<file path="src/hdl/pps_pkg.sv">
// shared types and codes for the preemptive priority scheduler
// no dependencies; imported by every module of the block but pps_check
package pps_pkg;

  typedef enum logic [1:0] {
    KIND_LOAD  = 2'd0,
    KIND_TICK  = 2'd1,
    KIND_CLEAR = 2'd2
  } kind_t;

  typedef enum logic [1:0] {
    ST_IDLE,
    ST_SCAN,
    ST_UPDATE,
    ST_HOLD
  } state_t;

  localparam logic [15:0] TIME_MAX = 16'hFFFF;

  // one table entry as kept in the task memory
  typedef struct packed {
    logic [15:0] arrival;
    logic [15:0] burst;
    logic [15:0] remaining;
    logic [7:0]  prio;
  } entry_t;

  // input payload, lowest field in the lowest bits
  typedef struct packed {
    logic [7:0]  prio;
    logic [15:0] burst;
    logic [15:0] arrival;
  } in_data_t;

  // result payload, lowest field in the lowest bits
  typedef struct packed {
    logic        table_full;
    logic        all_done;
    logic [15:0] waiting;
    logic [15:0] turnaround;
    logic [15:0] finish_time;
    logic        finished;
    logic [3:0]  task_index;
    logic        idle;
    logic [15:0] slot_time;
  } res_t;

endpackage

</file>
<file path="src/hdl/preemptive_priority_scheduler_core.sv">
// channel    | signals                          | payload
// input      | s_axis_tvalid/tready/tdata/tuser | tuser: kind; tdata: arrival, burst, prio
// result     | m_axis_tvalid/tready/tdata       | tdata: slot_time .. table_full (9 fields)
//
// load, clear and unused kinds: the transfer, then ST_HOLD, then the result register loads.
// a tick: one memory read per table entry in ST_SCAN, then the read pipeline drains,
// ST_UPDATE does the write-back, ST_HOLD loads the result; the scan sets the rate.
// one item is in flight at a time; the result register lets a finished item
// wait for m_axis_tready while the next item is taken.
// synchronous active-high rst empties the table and sets time to zero.
// top level: instantiates pps_ctrl and pps_mem, holds the result register
module preemptive_priority_scheduler_core
  import pps_pkg::*;
#(
  parameter int MAX_TASKS = 16
) (
  input  logic        clk,
  input  logic        rst,
  input  logic        s_axis_tvalid,
  output logic        s_axis_tready,
  input  logic [39:0] s_axis_tdata,   // arrival[15:0], burst[31:16], prio[39:32]
  input  logic [1:0]  s_axis_tuser,   // kind
  output logic        m_axis_tvalid,
  input  logic        m_axis_tready,
  output logic [71:0] m_axis_tdata    // slot_time, idle, task_index, finished, finish_time,
                                      // turnaround, waiting, all_done, table_full
);

  localparam int IDX_W = (MAX_TASKS > 1) ? $clog2(MAX_TASKS) : 1;
  localparam int CNT_W = $clog2(MAX_TASKS + 1);

  logic             out_free;
  logic             push;
  res_t             res;
  logic             mem_we;
  logic [IDX_W-1:0] mem_waddr;
  entry_t           mem_wdata;
  logic             mem_re;
  logic [IDX_W-1:0] mem_raddr;
  entry_t           mem_rdata;

  assign out_free = !m_axis_tvalid || m_axis_tready;

  pps_ctrl #(
    .MAX_TASKS (MAX_TASKS),
    .IDX_W     (IDX_W),
    .CNT_W     (CNT_W)
  ) u_ctrl (
    .clk       (clk),
    .rst       (rst),
    .in_valid  (s_axis_tvalid),
    .in_ready  (s_axis_tready),
    .in_kind   (kind_t'(s_axis_tuser)),
    .in_data   (in_data_t'(s_axis_tdata)),
    .out_free  (out_free),
    .push      (push),
    .res       (res),
    .mem_we    (mem_we),
    .mem_waddr (mem_waddr),
    .mem_wdata (mem_wdata),
    .mem_re    (mem_re),
    .mem_raddr (mem_raddr),
    .mem_rdata (mem_rdata)
  );

  pps_mem #(
    .DEPTH (MAX_TASKS),
    .IDX_W (IDX_W)
  ) u_mem (
    .clk   (clk),
    .we    (mem_we),
    .waddr (mem_waddr),
    .wdata (mem_wdata),
    .re    (mem_re),
    .raddr (mem_raddr),
    .rdata (mem_rdata)
  );

  // result register
  always_ff @(posedge clk) begin
    if (rst) begin
      m_axis_tvalid <= 1'b0;
    end else if (push) begin
      m_axis_tvalid <= 1'b1;
    end else if (m_axis_tready) begin
      m_axis_tvalid <= 1'b0;
    end
  end

  always_ff @(posedge clk) begin
    if (push) begin
      m_axis_tdata <= res;
    end
  end

endmodule

</file>
<file path="src/hdl/pps_mem.sv">
// task table memory: one write port, one read port, registered read data
// depends on pps_pkg for the entry layout
module pps_mem
  import pps_pkg::*;
#(
  parameter int DEPTH = 16,
  parameter int IDX_W = 4
) (
  input  logic             clk,
  input  logic             we,
  input  logic [IDX_W-1:0] waddr,
  input  entry_t           wdata,
  input  logic             re,
  input  logic [IDX_W-1:0] raddr,
  output entry_t           rdata
);

  entry_t mem [DEPTH];

  always_ff @(posedge clk) begin
    if (we) begin
      mem[waddr] <= wdata;
    end
  end

  always_ff @(posedge clk) begin
    if (re) begin
      rdata <= mem[raddr];
    end
  end

endmodule

</file>
<file path="src/hdl/pps_ctrl.sv">
// sequencer: load/clear handling, table scan for the best ready task,
// read-modify-write of the chosen entry and result assembly; uses pps_pkg
module pps_ctrl
  import pps_pkg::*;
#(
  parameter int MAX_TASKS = 16,
  parameter int IDX_W     = 4,
  parameter int CNT_W     = 5
) (
  input  logic             clk,
  input  logic             rst,
  input  logic             in_valid,
  output logic             in_ready,
  input  kind_t            in_kind,
  input  in_data_t         in_data,
  input  logic             out_free,
  output logic             push,
  output res_t             res,
  output logic             mem_we,
  output logic [IDX_W-1:0] mem_waddr,
  output entry_t           mem_wdata,
  output logic             mem_re,
  output logic [IDX_W-1:0] mem_raddr,
  input  entry_t           mem_rdata
);

  localparam logic [CNT_W-1:0] CAP = CNT_W'(MAX_TASKS);

  state_t           state, state_next;
  logic [CNT_W-1:0] task_count;
  logic [CNT_W-1:0] pending;
  logic [15:0]      now;
  logic [CNT_W-1:0] scan_idx;
  logic             rd_vld;
  logic [IDX_W-1:0] rd_idx;
  logic             found;
  logic [IDX_W-1:0] best_idx;
  entry_t           best;

  logic             accept;
  logic             issue;
  logic             load_go;
  logic             candidate;
  logic [15:0]      now_inc;
  logic [15:0]      rem_dec;
  logic             fin;
  logic [15:0]      ta;
  logic [15:0]      wt;
  logic [IDX_W+3:0] idx_wide;
  logic [CNT_W-1:0] pending_after;

  assign accept   = in_valid && in_ready;
  assign issue    = (state == ST_SCAN) && (scan_idx < task_count);
  assign load_go  = accept && (in_kind == KIND_LOAD) && (task_count < CAP);

  // entry beats the current best on strictly lower prio, so ties keep the lower index
  assign candidate = rd_vld && (mem_rdata.remaining != 16'd0) && (mem_rdata.arrival <= now)
                     && (!found || (mem_rdata.prio < best.prio));

  assign now_inc  = (now != TIME_MAX) ? now + 16'd1 : now;
  assign rem_dec  = best.remaining - 16'd1;
  assign fin      = found && (rem_dec == 16'd0);
  assign ta       = now_inc - best.arrival;
  assign wt       = (ta >= best.burst) ? ta - best.burst : 16'd0;
  assign idx_wide = {4'b0000, best_idx};
  assign pending_after = pending - CNT_W'(fin);

  // memory port drive
  always_comb begin
    mem_re    = issue;
    mem_raddr = scan_idx[IDX_W-1:0];
    mem_we    = load_go || ((state == ST_UPDATE) && found);
    if (load_go) begin
      mem_waddr = task_count[IDX_W-1:0];
      mem_wdata = '{arrival: in_data.arrival, burst: in_data.burst,
                    remaining: in_data.burst, prio: in_data.prio};
    end else begin
      mem_waddr = best_idx;
      mem_wdata = best;
      mem_wdata.remaining = rem_dec;
    end
  end

  always_comb begin
    state_next = state;
    case (state)
      ST_IDLE: begin
        if (accept) begin
          state_next = (in_kind == KIND_TICK) ? ST_SCAN : ST_HOLD;
        end
      end
      ST_SCAN: begin
        if (!issue && !rd_vld) begin
          state_next = ST_UPDATE;
        end
      end
      ST_UPDATE: state_next = ST_HOLD;
      ST_HOLD: begin
        if (out_free) begin
          state_next = ST_IDLE;
        end
      end
      default: state_next = ST_IDLE;
    endcase
  end

  always_comb begin
    in_ready = 1'b0;
    push     = 1'b0;
    case (state)
      ST_IDLE: in_ready = 1'b1;
      ST_HOLD: push = out_free;
      default: begin
        in_ready = 1'b0;
        push     = 1'b0;
      end
    endcase
  end

  always_ff @(posedge clk) begin
    if (rst) begin
      state <= ST_IDLE;
    end else begin
      state <= state_next;
    end
  end

  always_ff @(posedge clk) begin
    if (rst) begin
      task_count <= '0;
      pending    <= '0;
      now        <= '0;
      rd_vld     <= 1'b0;
      found      <= 1'b0;
      scan_idx   <= '0;
    end else begin
      case (state)
        ST_IDLE: begin
          if (accept) begin
            res           <= '0;
            res.slot_time <= now;
            res.all_done  <= (pending == '0);
            scan_idx      <= '0;
            found         <= 1'b0;
            rd_vld        <= 1'b0;
            case (in_kind)
              KIND_LOAD: begin
                if (task_count < CAP) begin
                  task_count <= task_count + CNT_W'(1);
                  if (in_data.burst != 16'd0) begin
                    pending      <= pending + CNT_W'(1);
                    res.all_done <= 1'b0;
                  end
                end else begin
                  res.table_full <= 1'b1;
                end
              end
              KIND_CLEAR: begin
                task_count   <= '0;
                pending      <= '0;
                now          <= '0;
                res.all_done <= 1'b1;
              end
              default: begin
              end
            endcase
          end
        end
        ST_SCAN: begin
          rd_vld <= issue;
          rd_idx <= scan_idx[IDX_W-1:0];
          if (issue) begin
            scan_idx <= scan_idx + CNT_W'(1);
          end
          if (candidate) begin
            found    <= 1'b1;
            best     <= mem_rdata;
            best_idx <= rd_idx;
          end
        end
        ST_UPDATE: begin
          now          <= now_inc;
          res.idle     <= !found;
          res.all_done <= (pending_after == '0);
          pending      <= pending_after;
          if (found) begin
            res.task_index <= idx_wide[3:0];
          end
          if (fin) begin
            res.finished    <= 1'b1;
            res.finish_time <= now_inc;
            res.turnaround  <= ta;
            res.waiting     <= wt;
          end
        end
        default: begin
        end
      endcase
    end
  end

endmodule

</file>
<file path="config.mk">
export PLATFORM = sky130hd
export DESIGN_NAME = preemptive_priority_scheduler_core
export DESIGN_NICKNAME = d
export VERILOG_FILES = /design/src/hdl/pps_pkg.sv /design/src/hdl/preemptive_priority_scheduler_core.sv /design/src/hdl/pps_mem.sv /design/src/hdl/pps_ctrl.sv
export SDC_FILE = /design/constraint.sdc
export NUM_CORES = 1
export LEC_CHECK = 0
export BUFFER_PORTS_ARGS = -buffer_cell sky130_fd_sc_hd__buf_4
export CORE_ASPECT_RATIO = 1.25
export CORE_UTILIZATION = 55
export CTS_BUF_LIST = sky130_fd_sc_hd__clkbuf_8
export CTS_CLUSTER_SIZE = 16
export DETAILED_ROUTE_END_ITERATION = 6
export GPL_TIMING_DRIVEN = 1
export PLACE_DENSITY = 0.72
export SKIP_LAST_GASP = 1
export SLEW_MARGIN = 40
export SYNTH_ARGS = -nofsm -noshare
export SYNTH_HDL_FRONTEND = slang
export SYNTH_SLANG_ARGS = --single-unit
</file>
<file path="constraint.sdc">
create_clock -name clk -period 8.5 [get_ports clk]
set_input_delay 0 -clock clk [delete_from_list [all_inputs] [get_ports clk]]
set_output_delay 0 -clock clk [all_outputs]
set_load 0.02 [all_outputs]
</file>
==> out/qor.yml <==
status: "complete, no violations"
r2r_end: "u_ctrl.res[61]"
layout.nets: 2860
syn_nets: 2544
min-delay-start: "rst"
r2r_setup_slack_ns: 2.83
p_comb_share_pct: 11.5
arrival_ns: 6.26
dpl_worst_slack_ns: 2.891
multi_input_area_um2: 11570
dr.pass1.iters: 5
worstReg2RegStart: "u_ctrl.now[0]"
worst_slack_ns: 2.832
cpMostUsedCell: "ha_1"
cp_cell_sequence: "ha_1, nand3_1, or4_1, mux2i_1, inv_1, ha_1, nor2b_1, o31a_1, o31a_1, o21ai_0, nor3b_1, nor2_1, ha_1, nand4_1, inv_1, a221oi_2, o21ai_1, o221ai_1, buf_4, nor2_1"
drv_cap: 0
cts_buffer_depth: 3
syn2layout_area_growth_pct: 13.72
post_cts_buffers: 0
seqPwrFrac_pct: 54.8
ir_worst_vdd_v: 0.0001357
synth_cell_type_count: 72
postLayoutCellArea_um2: 54070
setup_viol: 0
slew_headroom_pct: 43.31
wl_per_cell_um: 27.24
hold_ws_ns: 0.1685
drt-total-wl_um: 108300
vias: 24620
via_per_inst: 6.193
worstPathRequired_ns: 9.09
worstHoldEndpoint: "u_ctrl.now[3]"
critical_path.top_delay_family: "simple AND/OR/NAND/NOR gates"
drc: 0
switching_power_mw: 3.026
rsz0062_at_grt: "false"
fin_crit_sh_pct: 66.68
clk_pin_slew_ns: 0.06
critPathMaxFanout: 16
gp_congestion: 0.9097
pwr-share-clk_pct: 33.7
fin_util_pct: 63.18
syn_avg_cell_area_um2: 19.61
clock-root-buffer: "clkbuf_8"
grt_pass1_wl_um: 159700
grt_pass1_vias: 25240
layout-drive-gt1-share_pct: 26.56
cp_slowest_cell: "or4_1"
layout.cells.non_filler: 3975
fp.dieH_um: 330.7
worstMarginPinSlew_ns: 0.8267
hold_path.class: "in -> reg"
ys_ff_latch: 1196
gr-total-overflow: 0
crit_type: "reg -> reg"
report.final.slew_viol_count: 0
period_needed_ns: 5.668
die_w_um: 265.0
io_buffers: 119
dieArea_um2: 87640
p_sw_share_pct: 24.26
holdPathStages: 3
drt-initial-drc-count: 2556
io_pins: 120
fp-row-count: 120
cts_sinks: 1196
grt_start_max_net_pins: 72
p_leak_nw: 17.48
start_util_pct: 55.56
antenna_found_initial: 2
synth_area_um2: 47550
fin_tns_setup_ns: 0
dp.cells: 3614
placed_area_um2: 50270
dp_hpwl_um: 61660
ys_warn_count: 0
p_per_area_nw_per_um2: 230.7
finClkSkew_ns: 0.04794
mostFrequentLayoutCell: "edfxtp_1"
cts_hold_buf: 50
drtAntennaViolNets: 0
p_int_mw: 9.449
grt_usage_pct: 25.28
synth_edf_count: 1160
end_kind: "register"
fmax_mhz: 176.4
reg2regPathDepth: 20
hold_viol: 0
syn_inst: 2425
cts_resized: 0
ys_async_sr_fraction_pct: 0
start_kind: "register"
clk_latency_ns: 0.86
seqCellArea_um2: 35570
core_um2: 85580
ys_seq_area_share_pct: 74.78
htree_levels: 4
p_total_mw: 12.47
crit_buf_inv: 3
fillers: 5801
layout_common_cells: "edfxtp_1 (1160), mux4_2 (280), clkbuf_8 (175), buf_4 (173), inv_1 (134)"
numCtsBuffers: 172
critPathMaxStageDelay_ns: 0.72
synth_ff_type: "edfxtp_1"
tritoncts: "yes"
layer usage:
metal | share of wire, % | vias to the layer above | GRT usage, %
met5 | 0 | - | 0
li1 | - | 10530 | -
met1 | 38 | 12820 | 32.51
met2 | 52 | 1091 | 43.90
met3 | 6.9 | 177 | 4.022
met4 | 2.6 | 0 | 9.098
kinds of logic (layout without fill, tap and decap cells):
kind of cell | count (synthesis) | after routing | synth area share (%)
AO/OA/AOI/OAI | 253 | 253 | 3.331
buffers and inverters | 182 | 633 | 1.471
AND/OR/NAND/NOR | 381 | 381 | 4.055
flip-flops | 1196 | 1196 | 74.78
adder cells (fa/ha/maj) | 73 | 73 | 1.953
multiplexers | 294 | 294 | 13.57
XOR/XNOR | 46 | 46 | 0.8473
other | 0 | 1 | 0
area by class of cell:
| class | count | share of cell area [%] |
|---|---|---|
| well taps | 1098 | 2.541 |
| diodes | 1 | 0.004628 |
| clock buffers | 175 | 4.455 |
| repair buffers | 245 | 3.871 |
| inverters | 79 | 0.5577 |
| flip-flops and latches | 1196 | 65.78 |
| clock inverters | 134 | 1.393 |
| multi-input cells | 1047 | 21.40 |
synth_stat cells, drive strengths merged, types with 5 or more instances:
master / n / area, µm²
a21o: 20 / 150.1
clkbuf: 69 / 259.0
mux4: 280 / 6306
a31oi: 14 / 87.58
dfxtp: 36 / 720.7
and2: 23 / 143.9
a21oi: 61 / 305.3
o31ai: 10 / 75.07
nand2: 99 / 371.6
a211oi: 11 / 82.58
nor3b: 12 / 90.09
ha: 71 / 888.4
nor2b: 14 / 87.58
nand4: 24 / 150.1
buf: 34 / 143.9
nor3: 25 / 125.1
nor2: 100 / 375.4
inv: 78 / 292.8
and3: 8 / 50.05
o21a: 13 / 97.59
edfxtp: 1160 / 34830
mux2i: 10 / 100.1
nor4: 14 / 100.1
xnor2: 33 / 289.0
a311oi: 5 / 43.79
xor2: 13 / 113.9
o21ai: 80 / 400.4
nand2b: 20 / 125.1
nand3: 18 / 107.6
registers in the layout, indices dropped and copies added, names as in the netlist:
| name | flops |
|---|---|
| u_ctrl.rd_idx | 4 |
| m_axis_tdata | 72 |
| m_axis_tvalid | 1 |
| u_ctrl.now | 16 |
| u_ctrl.state | 2 |
| u_ctrl.task_count | 5 |
| u_mem.rdata | 56 |
| u_mem.mem | 896 |
| u_ctrl.pending | 5 |
| u_ctrl.rd_vld | 1 |
| u_ctrl.best_idx | 4 |
| u_ctrl.scan_idx | 5 |
| u_ctrl.found | 1 |
| u_ctrl.res | 72 |
| u_ctrl.best | 56 |
power by group through the flow:
stage	sequential (mW)	clock [mW]	combinational [mW]
5_1_grt	6.86	4.52	1.54
3_3_place_gp	6.98	0	1.35
4_1_cts	6.85	4.30	1.44
2_1_floorplan	7.01	0	0.925
6_report	6.84	4.20	1.43
3_5_place_dp	6.97	0	1.41
worst reg2reg max path: stages, from the launching register on:
cell and delay (ns):
dfxtp_1 0.47, ha_1 0.25, nand3_1 0.20, or4_1 0.72, mux2i_1 0.35, inv_1 0.08
ha_1 0.27, nor2b_1 0.14, o31a_1 0.27, o31a_1 0.32, o21ai_0 0.19, nor3b_1 0.29
nor2_1 0.10, ha_1 0.37, nand4_1 0.14, inv_1 0.06, a221oi_2 0.47, o21ai_1 0.17
o221ai_1 0.21, buf_4 0.25, nor2_1 0.08
worst max-delay path by stage:
stage,from,end,slack [ns],depth (start not counted)
2_1_floorplan,u_ctrl.now[5],u_ctrl.best[0],2.01,9
3_3_place_gp,u_ctrl.now[0],u_ctrl.res[68],2.95,20
3_5_place_dp,u_ctrl.now[0],u_ctrl.res[68],2.89,20
4_1_cts,u_ctrl.now[0],u_ctrl.res[61],2.90,20
5_1_grt,u_ctrl.now[0],u_ctrl.res[69],2.25,19
6_report,u_ctrl.now[0],u_ctrl.res[61],2.83,20
(Power assumes the default switching activity.)
